## src/design/dq_pkg.sv

```systemverilog
// Shared constants, item types and slot helpers for the double-ended queue.
package dq_pkg;

  localparam int unsigned DEPTH      = 16;
  localparam int unsigned DATA_WIDTH = 32;
  localparam int unsigned AW         = (DEPTH > 1) ? $clog2(DEPTH) : 1;
  localparam int unsigned CW         = $clog2(DEPTH + 1);

  localparam int unsigned WORD_W     = 32;
  localparam int unsigned POS_W      = 4;
  localparam int unsigned COUNT_W    = 5;

  typedef enum logic [2:0] {
    OP_PUSH_FRONT = 3'd0,
    OP_PUSH_BACK  = 3'd1,
    OP_POP_FRONT  = 3'd2,
    OP_POP_BACK   = 3'd3,
    OP_PEEK_FRONT = 3'd4,
    OP_PEEK_BACK  = 3'd5,
    OP_GET        = 3'd6,
    OP_CLEAR      = 3'd7
  } op_e;

  typedef enum logic [1:0] {
    ST_OK    = 2'd0,
    ST_EMPTY = 2'd1,
    ST_FULL  = 2'd2
  } status_e;

  typedef struct packed {
    op_e                op;
    logic [WORD_W-1:0]  value;
    logic [POS_W-1:0]   position;
  } in_item_t;

  typedef struct packed {
    logic [WORD_W-1:0]  read_word;
    status_e            status;
    logic [COUNT_W-1:0] count;
    logic               is_empty;
  } out_item_t;

  // Memory access and result status for one accepted item.
  typedef struct packed {
    logic          wr_en;
    logic          rd_en;
    logic [AW-1:0] addr;
    status_e       status;
    logic [CW-1:0] count;
  } acc_t;

  function automatic logic [AW-1:0] slot_next(input logic [AW-1:0] s);
    return (s == AW'(DEPTH - 1)) ? '0 : s + AW'(1);
  endfunction

  function automatic logic [AW-1:0] slot_prev(input logic [AW-1:0] s);
    return (s == '0) ? AW'(DEPTH - 1) : s - AW'(1);
  endfunction

endpackage

```

## src/design/double_ended_queue.sv

```systemverilog
// Top level of the double-ended queue: handshakes, result pipeline, checks.
//
// Bounded deque of DEPTH data words held as a ring in one synchronous RAM.
// Input channel (in_valid_i / in_ready_o / in_item_i): one item is one
// operation - push front/back, pop front/back, peek front/back, get by
// position from the front, or clear.
// Output channel (out_valid_o / out_ready_i / out_item_o): exactly one
// result per item, in order: data word, status, count after, empty flag.
// The RAM access and the stage 1 registers load at the accept edge, then
// the output register that drives out_item_o loads once stage 1 moves on.
// Throughput: one item per cycle while the receiver keeps up. Pointers update
// at the accept edge, so the next item sees them at once; the RAM write also
// lands at that edge, so a read in the following cycle already sees the new word.
// Reset clears head, tail, count and all valid flags; RAM contents are
// not cleared (only slots holding items are ever read), no clearing pass.
// Receiver stall: the output register holds its result, the middle stage
// fills, then in_ready_o drops; nothing is lost or repeated.
module double_ended_queue
  import dq_pkg::*;
(
  input  logic      clk_i,
  input  logic      rst_ni,
  input  logic      in_valid_i,
  output logic      in_ready_o,
  input  in_item_t  in_item_i,
  output logic      out_valid_o,
  input  logic      out_ready_i,
  output out_item_t out_item_o
);

  // handshake
  logic accept;
  logic s1_move;

  // stage 1: RAM access in flight
  logic          s1_valid_q;
  logic          s1_rd_q;
  status_e       s1_status_q;
  logic [CW-1:0] s1_count_q;

  // output register
  logic          out_valid_q;
  out_item_t     out_item_q;

  acc_t                  acc;
  logic [DATA_WIDTH-1:0] rdata;

  // Stage 1 moves on whenever the output register is free or being drained.
  assign s1_move    = s1_valid_q && (!out_valid_q || out_ready_i);
  assign in_ready_o = !s1_valid_q || s1_move;
  assign accept     = in_valid_i && in_ready_o;

  dq_ptr u_ptr (
    .clk_i      (clk_i),
    .rst_ni     (rst_ni),
    .accept_i   (accept),
    .op_i       (in_item_i.op),
    .position_i (in_item_i.position),
    .acc_o      (acc)
  );

  dq_ram #(
    .DEPTH (DEPTH),
    .WIDTH (DATA_WIDTH),
    .AW    (AW)
  ) u_ram (
    .clk_i   (clk_i),
    .we_i    (acc.wr_en),
    .re_i    (acc.rd_en),
    .addr_i  (acc.addr),
    .wdata_i (DATA_WIDTH'(in_item_i.value)),
    .rdata_o (rdata)
  );

  // Stage 1 control; the read word itself waits in the RAM output register,
  // which only reloads on the next accept, after this stage has moved.
  always_ff @(posedge clk_i or negedge rst_ni) begin
    if (!rst_ni) begin
      s1_valid_q <= 1'b0;
    end else if (accept) begin
      s1_valid_q <= 1'b1;
    end else if (s1_move) begin
      s1_valid_q <= 1'b0;
    end
  end

  always_ff @(posedge clk_i) begin
    if (accept) begin
      s1_rd_q     <= acc.rd_en;
      s1_status_q <= acc.status;
      s1_count_q  <= acc.count;
    end
  end

  always_ff @(posedge clk_i or negedge rst_ni) begin
    if (!rst_ni) begin
      out_valid_q <= 1'b0;
    end else if (s1_move) begin
      out_valid_q <= 1'b1;
    end else if (out_ready_i) begin
      out_valid_q <= 1'b0;
    end
  end

  always_ff @(posedge clk_i) begin
    if (s1_move) begin
      // push, clear and refused items give a zero word
      out_item_q.read_word <= s1_rd_q ? WORD_W'(rdata) : '0;
      out_item_q.status    <= s1_status_q;
      out_item_q.count     <= COUNT_W'(s1_count_q);
      out_item_q.is_empty  <= (s1_count_q == '0);
    end
  end

  assign out_valid_o = out_valid_q;
  assign out_item_o  = out_item_q;

  // ---------------------------------------------------------------------
  // Assertions
  // ---------------------------------------------------------------------

  // Count never exceeds the ring size.
  a_count_bound: assert property (@(posedge clk_i) disable iff (!rst_ni)
    out_valid_o |-> (out_item_o.count <= COUNT_W'(DEPTH)))
    else $error("result count exceeds depth");

  // Empty flag agrees with the count.
  a_empty_flag: assert property (@(posedge clk_i) disable iff (!rst_ni)
    out_valid_o |-> (out_item_o.is_empty == (out_item_o.count == '0)))
    else $error("empty flag disagrees with count");

  // A refused item returns a zero word.
  a_refused_zero: assert property (@(posedge clk_i) disable iff (!rst_ni)
    (out_valid_o && (out_item_o.status != ST_OK)) |-> (out_item_o.read_word == '0))
    else $error("refused item returned data");

  // The RAM is never written and read in the same cycle.
  a_one_access: assert property (@(posedge clk_i) disable iff (!rst_ni)
    !(acc.wr_en && acc.rd_en))
    else $error("RAM written and read in one cycle");

endmodule

```

## src/design/dq_ram.sv

```systemverilog
// Single-port synchronous RAM with a registered read.
module dq_ram #(
  parameter int unsigned DEPTH = 16,
  parameter int unsigned WIDTH = 32,
  parameter int unsigned AW    = (DEPTH > 1) ? $clog2(DEPTH) : 1
) (
  input  logic             clk_i,
  input  logic             we_i,
  input  logic             re_i,
  input  logic [AW-1:0]    addr_i,
  input  logic [WIDTH-1:0] wdata_i,
  output logic [WIDTH-1:0] rdata_o
);

  logic [WIDTH-1:0] mem [DEPTH];
  logic [WIDTH-1:0] rdata_q;

  always_ff @(posedge clk_i) begin
    if (we_i) begin
      mem[addr_i] <= wdata_i;
    end
  end

  always_ff @(posedge clk_i) begin
    if (re_i) begin
      rdata_q <= mem[addr_i];
    end
  end

  assign rdata_o = rdata_q;

endmodule

```

## src/design/dq_ptr.sv

```systemverilog
// Head, tail and count registers; decodes each item into a memory access.
module dq_ptr
  import dq_pkg::*;
(
  input  logic             clk_i,
  input  logic             rst_ni,
  input  logic             accept_i,
  input  op_e              op_i,
  input  logic [POS_W-1:0] position_i,
  output acc_t             acc_o
);

  logic [AW-1:0] head_q, head_d;
  logic [AW-1:0] tail_q, tail_d;
  logic [CW-1:0] count_q, count_d;

  logic          full, empty;
  logic [AW:0]   get_sum;
  logic [AW:0]   get_wrap;
  acc_t          acc;

  assign full     = (count_q == CW'(DEPTH));
  assign empty    = (count_q == '0);
  assign get_sum  = {1'b0, head_q} + {1'b0, AW'(position_i)};
  assign get_wrap = (get_sum >= (AW+1)'(DEPTH)) ? get_sum - (AW+1)'(DEPTH) : get_sum;

  always_comb begin
    head_d     = head_q;
    tail_d     = tail_q;
    count_d    = count_q;
    acc.wr_en  = 1'b0;
    acc.rd_en  = 1'b0;
    acc.addr   = head_q;
    acc.status = ST_OK;
    case (op_i)
      OP_PUSH_FRONT: begin
        acc.addr = slot_prev(head_q);
        if (full) begin
          acc.status = ST_FULL;
        end else begin
          acc.wr_en = 1'b1;
          head_d    = slot_prev(head_q);
          count_d   = count_q + CW'(1);
        end
      end
      OP_PUSH_BACK: begin
        acc.addr = tail_q;
        if (full) begin
          acc.status = ST_FULL;
        end else begin
          acc.wr_en = 1'b1;
          tail_d    = slot_next(tail_q);
          count_d   = count_q + CW'(1);
        end
      end
      OP_POP_FRONT: begin
        acc.addr = head_q;
        if (empty) begin
          acc.status = ST_EMPTY;
        end else begin
          acc.rd_en = 1'b1;
          head_d    = slot_next(head_q);
          count_d   = count_q - CW'(1);
        end
      end
      OP_POP_BACK: begin
        acc.addr = slot_prev(tail_q);
        if (empty) begin
          acc.status = ST_EMPTY;
        end else begin
          acc.rd_en = 1'b1;
          tail_d    = slot_prev(tail_q);
          count_d   = count_q - CW'(1);
        end
      end
      OP_PEEK_FRONT: begin
        acc.addr = head_q;
        if (empty) acc.status = ST_EMPTY;
        else       acc.rd_en  = 1'b1;
      end
      OP_PEEK_BACK: begin
        acc.addr = slot_prev(tail_q);
        if (empty) acc.status = ST_EMPTY;
        else       acc.rd_en  = 1'b1;
      end
      OP_GET: begin
        acc.addr = get_wrap[AW-1:0];
        // compare at full width: position may reach or exceed the item count
        if ({{(COUNT_W){1'b0}}, position_i} >= (COUNT_W+POS_W)'(count_q)) begin
          acc.status = ST_EMPTY;
        end else begin
          acc.rd_en = 1'b1;
        end
      end
      OP_CLEAR: begin
        head_d  = '0;
        tail_d  = '0;
        count_d = '0;
      end
      default: ;
    endcase
    acc.count = count_d;
    acc.wr_en = acc.wr_en & accept_i;
    acc.rd_en = acc.rd_en & accept_i;
  end

  always_ff @(posedge clk_i or negedge rst_ni) begin
    if (!rst_ni) begin
      head_q  <= '0;
      tail_q  <= '0;
      count_q <= '0;
    end else if (accept_i) begin
      head_q  <= head_d;
      tail_q  <= tail_d;
      count_q <= count_d;
    end
  end

  assign acc_o = acc;

endmodule
```

## config.mk

```make
export PLATFORM = sky130hd
export DESIGN_NAME = double_ended_queue
export DESIGN_NICKNAME = d
export VERILOG_FILES = /design/src/design/dq_pkg.sv /design/src/design/double_ended_queue.sv /design/src/design/dq_ram.sv /design/src/design/dq_ptr.sv
export SDC_FILE = /design/constraint.sdc
export NUM_CORES = 1
export LEC_CHECK = 0
export BUFFER_PORTS_ARGS = -buffer_cell sky130_fd_sc_hd__buf_2
export CORE_MARGIN = 2
export CORE_UTILIZATION = 55
export CTS_CLUSTER_DIAMETER = 80
export DETAILED_ROUTE_END_ITERATION = 10
export HOLD_SLACK_MARGIN = 0.08
export PLACE_DENSITY = 0.76
export SLEW_MARGIN = 20
export SYNTH_ARGS = -nofsm -noshare
export SYNTH_HDL_FRONTEND = slang
export SYNTH_HIERARCHICAL = 1
export SYNTH_SLANG_ARGS = --single-unit
```

## constraint.sdc

```tcl
create_clock -name clk_i -period 6.84 [get_ports clk_i]
set_input_delay 0.684 -clock clk_i [delete_from_list [all_inputs] [get_ports clk_i]]
set_output_delay 0.684 -clock clk_i [all_outputs]
set_load 0.03 [all_outputs]
```

# [After elaboration in Yosys (flattened, before gate mapping)]
# Memory sizes are Yosys's and may differ from the RTL's. A register that Yosys moved wholly into a read port is not among the register bits.
# Cells that the tools add are included.
[word_totals] output_inout_bits=42 latchBits=0 memories=1 input_bits=43 word_cells=90 mem_bits_rw=512 mem_bits_ro=0 register_bits=63
[memory_table] memory="u_ram.mem" depth=16 word_bits=32 read_ports=1 rd_clocked_by_memory_dff=1 write_ports=1 line_no="dq_ram.sv:15" source="logic [WIDTH-1:0] mem [DEPTH];"
[classes] order_cmp=2 eq_ne=14 div_mod_pow=0 bitwise_logic=2 n_reduce_logical=22 multipliers=0 addsub=8 n_shift=0 mux=29
[op_table] cell="2-to-1 mux 4 bit" count=9
[op_table] cell="case mux 6 bit (5 select lines)" count=1
[op_table] cell="case mux 4 bit (3 select lines)" count=2
[op_table] cell="case mux 5 bit (3 select lines)" count=1
[op_table] cell="equality test 3 bit (second input constant)" count=4
[op_table] cell="2-to-1 mux 1 bit" count=12
[op_table] cell="subtractor 4 x 1 -> 4 bit (second input constant)" count=3
[op_table] cell="logical NOT 5 bit" count=2
[op_table] cell="2-to-1 mux 5 bit" count=2
[op_table] cell="adder 4 x 1 -> 4 bit (second input constant)" count=2
[op_table] cell="equality test 4 bit (second input constant)" count=2
[op_table] cell="logical NOT 4 bit" count=2
[op_table] cell="inequality test 2 bit (second input constant)" count=4
[op_table] cell="AND reduction 4 bit" count=2
[op_table] cell="OR reduction 2 bit" count=4
[op_table] cell="equality test 3 x 2 -> 1 bit (second input constant)" count=2
[op_table] cell="nonzero test 3 bit" count=2
[op_table] cell="adder 4 x 4 -> 5 bit" count=1
[op_table] cell="adder 5 x 1 -> 5 bit (second input constant)" count=1
[op_table] cell="equality test 5 bit (second input constant)" count=1
[op_table] cell="greater-or-equal comparator 4 x 5 -> 1 bit" count=1
[op_table] cell="greater-or-equal comparator 5 bit (second input constant)" count=1
[op_table] cell="subtractor 5 x 1 -> 5 bit (second input constant)" count=1
[op_table] cell="nonzero test 2 bit" count=2
[op_table] cell="9 further kinds" count=13

# [Depth between registers and ports, before layout]
# Gate-level depths: netlist (run 1).
[logic_depth] word_depth=8 mapped_depth=13 ltp_nobuf=10

# [By module]
# Netlist (run 1), hierarchy kept.
[modules_own_cells] module="dq_ram" seq_area_each_um2=16335.7 cells_per_inst=840 instances=1 area_each_um2=20183.1
[modules_own_cells] module="dq_ptr" seq_area_each_um2=325.3 cells_per_inst=231 instances=1 area_each_um2=1766.7
[modules_own_cells] module="double_ended_queue" seq_area_each_um2=1491.4 cells_per_inst=93 instances=1 area_each_um2=1752.9

# [Worst setup path before layout (run 1)]
# Ideal clock, no wire load.
[synth_timing] kind="input-to-reg" start="input out_ready_i" end="memory u_ram.mem[0][0] (enable)" setup_ns=0.461 arrival_ns=4.708 required_ns=6.379 n_path_buf=1 slack_ns=1.671 path_stages=7 cell_sequence="nand3b_1 -> and2_1 -> clkbuf_1 -> inv_1 -> nor2_1 -> or3b_2 -> nor3_1"
[synth_lines] element="start, declared" line_no="double_ended_queue.sv:27" source="input logic out_ready_i,"
[synth_lines] element="end, declared" line_no="dq_ram.sv:15"

==> out/qor.yml, run 1 <==
r2r_setup_slack_ns: 2.36
grt_max_degree: 136
cts_root_buffer: "clkbuf_16"
final_common_cell: "edfxtp_1"
crit_arrival_ns: 4.73
finalPower_mw: 10.2
final_antenna_net_count: 0
drt_first_iter_violations: 1275
grt_pass1_vias: 11800
via_per_inst: 6.38
setup_viol: 0
min_period_ns: 4.48
slew_headroom: 0.259
p_leak_nw: 8.76
clock_path_buffers: 3
status: "complete, no violations"
cp_slowest_stage_delay_ns: 0.66
globalplace.congestion: 0.881
critPathKind: "flop to flop"
crit_start: "u_ptr/head_q[0]"
period_share: 0.654
drive_above_1_share: 0.281
yosysSeqAreaShare: 0.766
cts_tree: "built"
cts_setup_buffers: 0
io_pins: 85
synthCells: 1164
routed_wl_mm: 50.3
wl_per_cell_um: 27.0
synth-seq-cells: 607
clk_latency_ns: 0.62
rsz0062_at_grt: "no"
r2r_cells: 10
start_util: 0.554
grt_use_total: 0.230
tightest_slew_ns: 1.11
r2r-end: "u_ram/mem[15][4]"
cts.clk_slew.worst_paths_ns: 0.06
synth_edf_count: 592
cts_buffers: 57
synth_ff_type: "edfxtp_1"
final_area_mm2: 0.0268
crit_path_end_kind: "flop"
drc: 0
path_max_fanout: 135
maxCapViolations: 0
ys_types: 61
port_buffers: 84
cp_top_family: "simple AND/OR/NAND/NOR gates"
grt_pass1_wl_mm: 74.6
setup_tns_ns: 0
cp-start-kind: "flop"
h-tree-depth: 2
area_growth_pct: 13.2
fin_util: 0.627
hold_viol: 0
cp_num_cells: 10
hp-class: "input pin to flop"
synth_nets: 1221
num_rows: 76
maxSlewViolCount: 0
powerDensity_mw_per_mm2: 379
grt_overflow: 0
critPathRequiredTime_ns: 7.10
cp_slowest_cell: "nor2_4"
clkSinkCount: 607
die-area_mm2: 0.0448
worstPathBufferInverterCount: 3
die_w_um: 212
placed_cells: 1757
mostFrequentLayoutCells: "edfxtp_1 (592), mux4_2 (129), buf_2 (84)"
final_nets: 1328
place_area_mm2: 0.0249
die_h_um: 212
final_cells: 1864
hpwlAfterDp_mm: 25.3
synthArstFlopShare: 0.0247
r2r_start: "u_ptr/head_q[0]"
coreArea_mm2: 0.0428
fmax_mhz: 223
crit_chain: "ha_1 -> fa_1 -> inv_1 -> a22oi_1 -> o211ai_1 -> o21ai_4 -> buf_12 -> nand2_1 -> nor2_4 -> buf_4"
ys_warn_count: 6
vdd_ir_drop_max_mv: 0.332
synthesis.area_mm2: 0.0237
dr.pass1.iters: 5
antenna_found_initial: 4
vias: 11900
worstSetupEndpoint: "u_ram/mem[15][4]"
syn_avg_cell_area_um2: 20.4
fin_skew_ns: 0.0259
## worst min-delay path by stage
stage / startpoint / endpoint / slack, ns / cells past startpoint
after floorplan: rst_ni / out_valid_o / 0.39 / 0
final: in_valid_i / s1_valid_q / 0.32 / 2
after detailed placement: s1_status_q[1] / out_item_o[7] / 0.41 / 0
after global routing: in_valid_i / s1_valid_q / 0.32 / 2
after CTS: in_valid_i / s1_valid_q / 0.29 / 2
after global placement: s1_status_q[0] / out_item_o[6] / 0.40 / 0
## cells by family after synthesis
| group | share of synthesized area |
|---|---|
| fa+ha+maj | 0.00771 |
| compound gates | 0.0456 |
| simple gates | 0.0374 |
| buf+inv | 0.0170 |
| xor+xnor | 0.00185 |
| flops | 0.766 |
| mux | 0.125 |
## Yosys cell counts (3+ instances only)
master     count  area share
dfrtp_1       15       0.016
and2_1        37      0.0098
or3_1          3     0.00079
o2bb2ai_1      3      0.0011
inv_2          4     0.00063
nand3_1        6      0.0013
a31oi_1        8      0.0021
o21ai_0        8      0.0017
xnor2_1        3      0.0011
clkbuf_1      33      0.0052
mux2i_1        5      0.0021
edfxtp_1     592        0.75
nor2_1        29      0.0046
nand3b_1       4      0.0013
o21ai_1       12      0.0025
nand2_1       50      0.0079
nor3_1         5      0.0011
o211ai_1       3     0.00095
mux4_2       129        0.12
a22oi_1       69       0.022
nand2b_1       9      0.0024
o31ai_1        4      0.0013
buf_2         20      0.0042
inv_1         12      0.0019
a21oi_1       29      0.0061
buf_6          7      0.0033
nor2b_1        9      0.0024
ha_1          13      0.0069
## metal layers
metal  track usage  share of wire
met4        0.0648          0.020
met2         0.376           0.50
met1         0.325           0.40
met3        0.0387          0.081
met5             0        0.00026
## layout make-up
cell class                      count  area [um2]
Tap cell                          546         683
Multi-Input combinational cell    478        5320
Fill cell                        2870       16000
Sequential cell                   607       18200
Antenna cell                        2        5.00
Timing Repair Buffer              111         671
Inverter                           16        60.1
Clock inverter                     39         464
Clock buffer                       65        1480
## registers in the layout, indices dropped and copies added, names as in the netlist
| name | count |
|---|---|
| s1_valid_q | 1 |
| out_item_o | 40 |
| u_ram/mem | 512 |
| s1_count_q | 5 |
| s1_status_q | 2 |
| out_valid_o | 1 |
| u_ptr/count_q | 5 |
| s1_rd_q | 1 |
| u_ram/rdata_o | 32 |
| u_ptr/tail_q | 4 |
| u_ptr/head_q | 4 |
## power breakdown
part / switching, mW / total (mW) / internal [mW]
clock: 1.35 / 3.25 / 1.90
sequential: 0.134 / 4.51 / 4.37
combinational: 1.36 / 2.40 / 1.05
total: 2.84 / 10.2 / 7.32
## metrics by stage
step	hold WS (ns)	setup WS, ns
detailed placement	0.412	2.19
global route	0.321	2.03
CTS	0.292	2.39
finish	0.317	2.36
global placement	0.402	2.30
floorplan	0.388	1.67
## worst reg2reg max path, delay by kind of cell (launching register included)
family | cells | cell delay, ns
fa+ha+maj | 2 | 0.74
buf+inv | 3 | 0.99
flops | 1 | 0.49
simple gates | 2 | 1.39
compound gates | 3 | 0.50
## repair_timing
action | 4_1_cts | 5_1_grt
resized for setup | 0 | 0
hold endpoints to repair | 15 | 0
hold buffers | 1 | 0
No activity file was read; power rests on OpenSTA's default activity.
==> run 2: changes to the inputs <==
==> constraint.sdc (replaced) <==
create_clock -name clk_i -period 4.2 [get_ports clk_i]
set_input_delay 0.42 -clock clk_i [delete_from_list [all_inputs] [get_ports clk_i]]
set_output_delay 0.42 -clock clk_i [all_outputs]
set_load 0.03 [all_outputs]
==> run 2 against run 1 <==
Non-clock buffer count is 28 higher. Flip-flop and latch count did not move. Routed wire length shrank 1.3%. Critical endpoint is now u_ram/rdata_o[25]. Clock skew shrank 0.0070 ns. Combinational power grew 70%. Total power rose by 63%. Final cell count rose by 1.6%. Largest cell class unchanged. Hold slack got worse by 0.14 ns. Final area up 1.1%. Highest routed layer is now met4.
==> out/qor.yml, run 2 (synthesized netlist as in run 1, its figures left out) <==
drc: 0  # unchanged
m1WireLength_mm: 19.5  # was 19.9 mm
crit_arrival_ns: 4.04  # was 4.73 ns
grt_use_total: 0.231  # was 0.230
mostFrequentLayoutCells: "edfxtp_1 (592), mux4_2 (129), buf_2 (84)"  # unchanged
wl_per_cell_um: 26.2  # was 27.0 um
via_per_inst: 6.25  # was 6.38
grt_pass1_vias: 12300  # was 11.8k
rsz0062_at_grt: "no"  # unchanged
min_period_ns: 3.69  # was 4.48 ns
cts_setup_buffers: 0  # unchanged
setup_viol: 0  # unchanged
h-tree-depth: 2  # unchanged
routed_wl_mm: 49.6  # was 50.3 mm
hp-class: "input pin to flop"  # unchanged
globalplace.congestion: 0.807  # was 0.881
clk_latency_ns: 0.61  # was 0.62 ns
hpwlAfterDp_mm: 27.9  # was 25.3 mm
tightest_slew_ns: 1.11  # about the same
die_h_um: 212  # unchanged
setup_tns_ns: 0  # unchanged
hold_start: "in_item_i[33]"  # was in_valid_i
clock_path_buffers: 3  # unchanged
whs_ns: 0.173  # was 0.317 ns
antenna_found_initial: 2  # was 4
drive_above_1_share: 0.285  # was 0.281
slew_headroom: 0.261  # was 0.259
drt_first_iter_violations: 1220  # was 1275
ctsHoldBuffers: 3  # was 1
r2r_start: "u_ptr/tail_q[1]"  # was u_ptr/head_q[0]
vdd_ir_drop_max_mv: 0.345  # was 0.332 mV
fillers: 2787  # was 2870
num_rows: 76  # unchanged
area_growth_pct: 14.4  # was 13.2%
grt_pass1_wl_mm: 75.6  # was 74.6 mm
io_pins: 85  # unchanged
final_nets: 1357  # was 1328
port_buffers: 84  # unchanged
largest-register: "u_ram/mem"  # unchanged
cts_tree: "built"  # unchanged
dr.pass1.iters: 6  # was 5
cts_buffers: 58  # was 57
fmax_mhz: 271  # was 223 MHz
routed-wl-met3_mm: 3.88  # was 4.05 mm
fin_skew_ns: 0.0189  # was 0.0259 ns
vias: 11800  # was 11.9k
r2r_setup_slack_ns: 0.51  # was 2.36 ns
die_w_um: 212  # unchanged
cp-start-kind: "flop"  # unchanged
critPathKind: "flop to flop"  # unchanged
final_antenna_net_count: 0  # unchanged
crit_path_end_kind: "flop"  # unchanged
coreArea_mm2: 0.0428  # unchanged
cts.clk_slew.worst_paths_ns: 0.06  # about the same
wl_met2_mm: 24.9  # was 25.3 mm
grt_overflow: 0  # unchanged
final_common_cell: "edfxtp_1"  # unchanged
period_share: 0.879  # was 0.654
grt_max_degree: 47  # was 136
start_util: 0.554  # unchanged
cts.repair.resized: 0  # unchanged
top_layer: "met4"  # was met5
die-area_mm2: 0.0448  # unchanged
cts_root_buffer: "clkbuf_16"  # unchanged
path_max_fanout: 22  # was 135
crit_start: "u_ptr/tail_q[1]"  # was u_ptr/head_q[0]
largest_reg_flops: 512  # unchanged
critPathRequiredTime_ns: 4.54  # was 7.10 ns
maxCapViolations: 0  # unchanged
maxSlewViolCount: 0  # unchanged
powerDensity_mw_per_mm2: 611  # was 379 mW/mm2
clkSinkCount: 607  # unchanged
p_leak_nw: 8.90  # was 8.76 nW
status: "complete, no violations"  # unchanged
hold_viol: 0  # unchanged
[run 2: cell count changes in the layout (fill, tap and decap cells not counted), sizes merged]
cell         change
dlygate4sd3      +2
inv              -1
clkinv           +3
bufinv           -3
buf             +26
clkinvlp         -4
clkbuf           +7
diode            -1
[run 2: path summary, 6_finish.rpt]
path                                      to  depth (start not counted)
max                        u_ram/rdata_o[25]                         10
min reg2reg                    out_item_o[6]                          0
max reg2reg                u_ram/rdata_o[25]                         10
min in group asynchronous    u_ptr/head_q[2]                          2
min                        u_ram/mem[12][29]                          1
max in group asynchronous         s1_valid_q                          2
[run 2: final cells by class]
class | instances | area (um2) | share of cell area
sequential | 607 | 18200 | 0.669
multi-input combinational | 478 | 5350 | 0.197
clock buffer | 72 | 1570 | 0.0578
timing repair buffer | 139 | 998 | 0.0368
tap | 546 | 683 | 0.0252
clock inverter | 34 | 307 | 0.0113
inverter | 16 | 60.1 | 0.00221
antenna | 1 | 2.50 | 0.0000923
[run 2: metal layers]
| layer | vias to the layer above | global-route usage |
|---|---|---|
| li1 | 5078 | - |
| met1 | 6140 | 0.317 |
| met2 | 517 | 0.380 |
| met3 | 95 | 0.0438 |
| met4 | 0 | 0.0763 |
| met5 | - | 0 |
[run 2: per-stage QoR]
| step | utilization | setup slack, ns | instances | power [mW] | cell area [um2] |
|---|---|---|---|---|---|
| final | 0.634 | 0.509 | 1893 | 16.6 | 27100 |
| after global routing | 0.634 | 0.239 | 1893 | 17.2 | 27100 |
| after global placement | 0.589 | 0.497 | 1782 | 11.4 | 25200 |
| after detailed placement | 0.589 | 0.422 | 1782 | 11.5 | 25200 |
| after floorplan | - | 0.0469 | 1164 | 10.3 | 23700 |
| after CTS | 0.633 | 0.393 | 1891 | 16.7 | 27100 |
[run 2: power by group]
part           internal [mW]  switching (mW)  total (mW)  leakage [nW]
Combinational           1.78            2.30        4.08          2.42
Clock                   3.00            2.14        5.14         0.918
Sequential              7.12           0.217        7.34          5.56
[run 2: worst max-delay path, stage by stage (launching register included)]
cell and delay (ns):
dfrtp_1 0.43, inv_1 0.15, ha_1 0.29, nor3b_1 0.29, nor2_1 0.11, a221oi_1 0.36, a221o_4 0.30, buf_4 0.50
mux4_2 0.60, a22oi_1 0.29, nand2_1 0.10
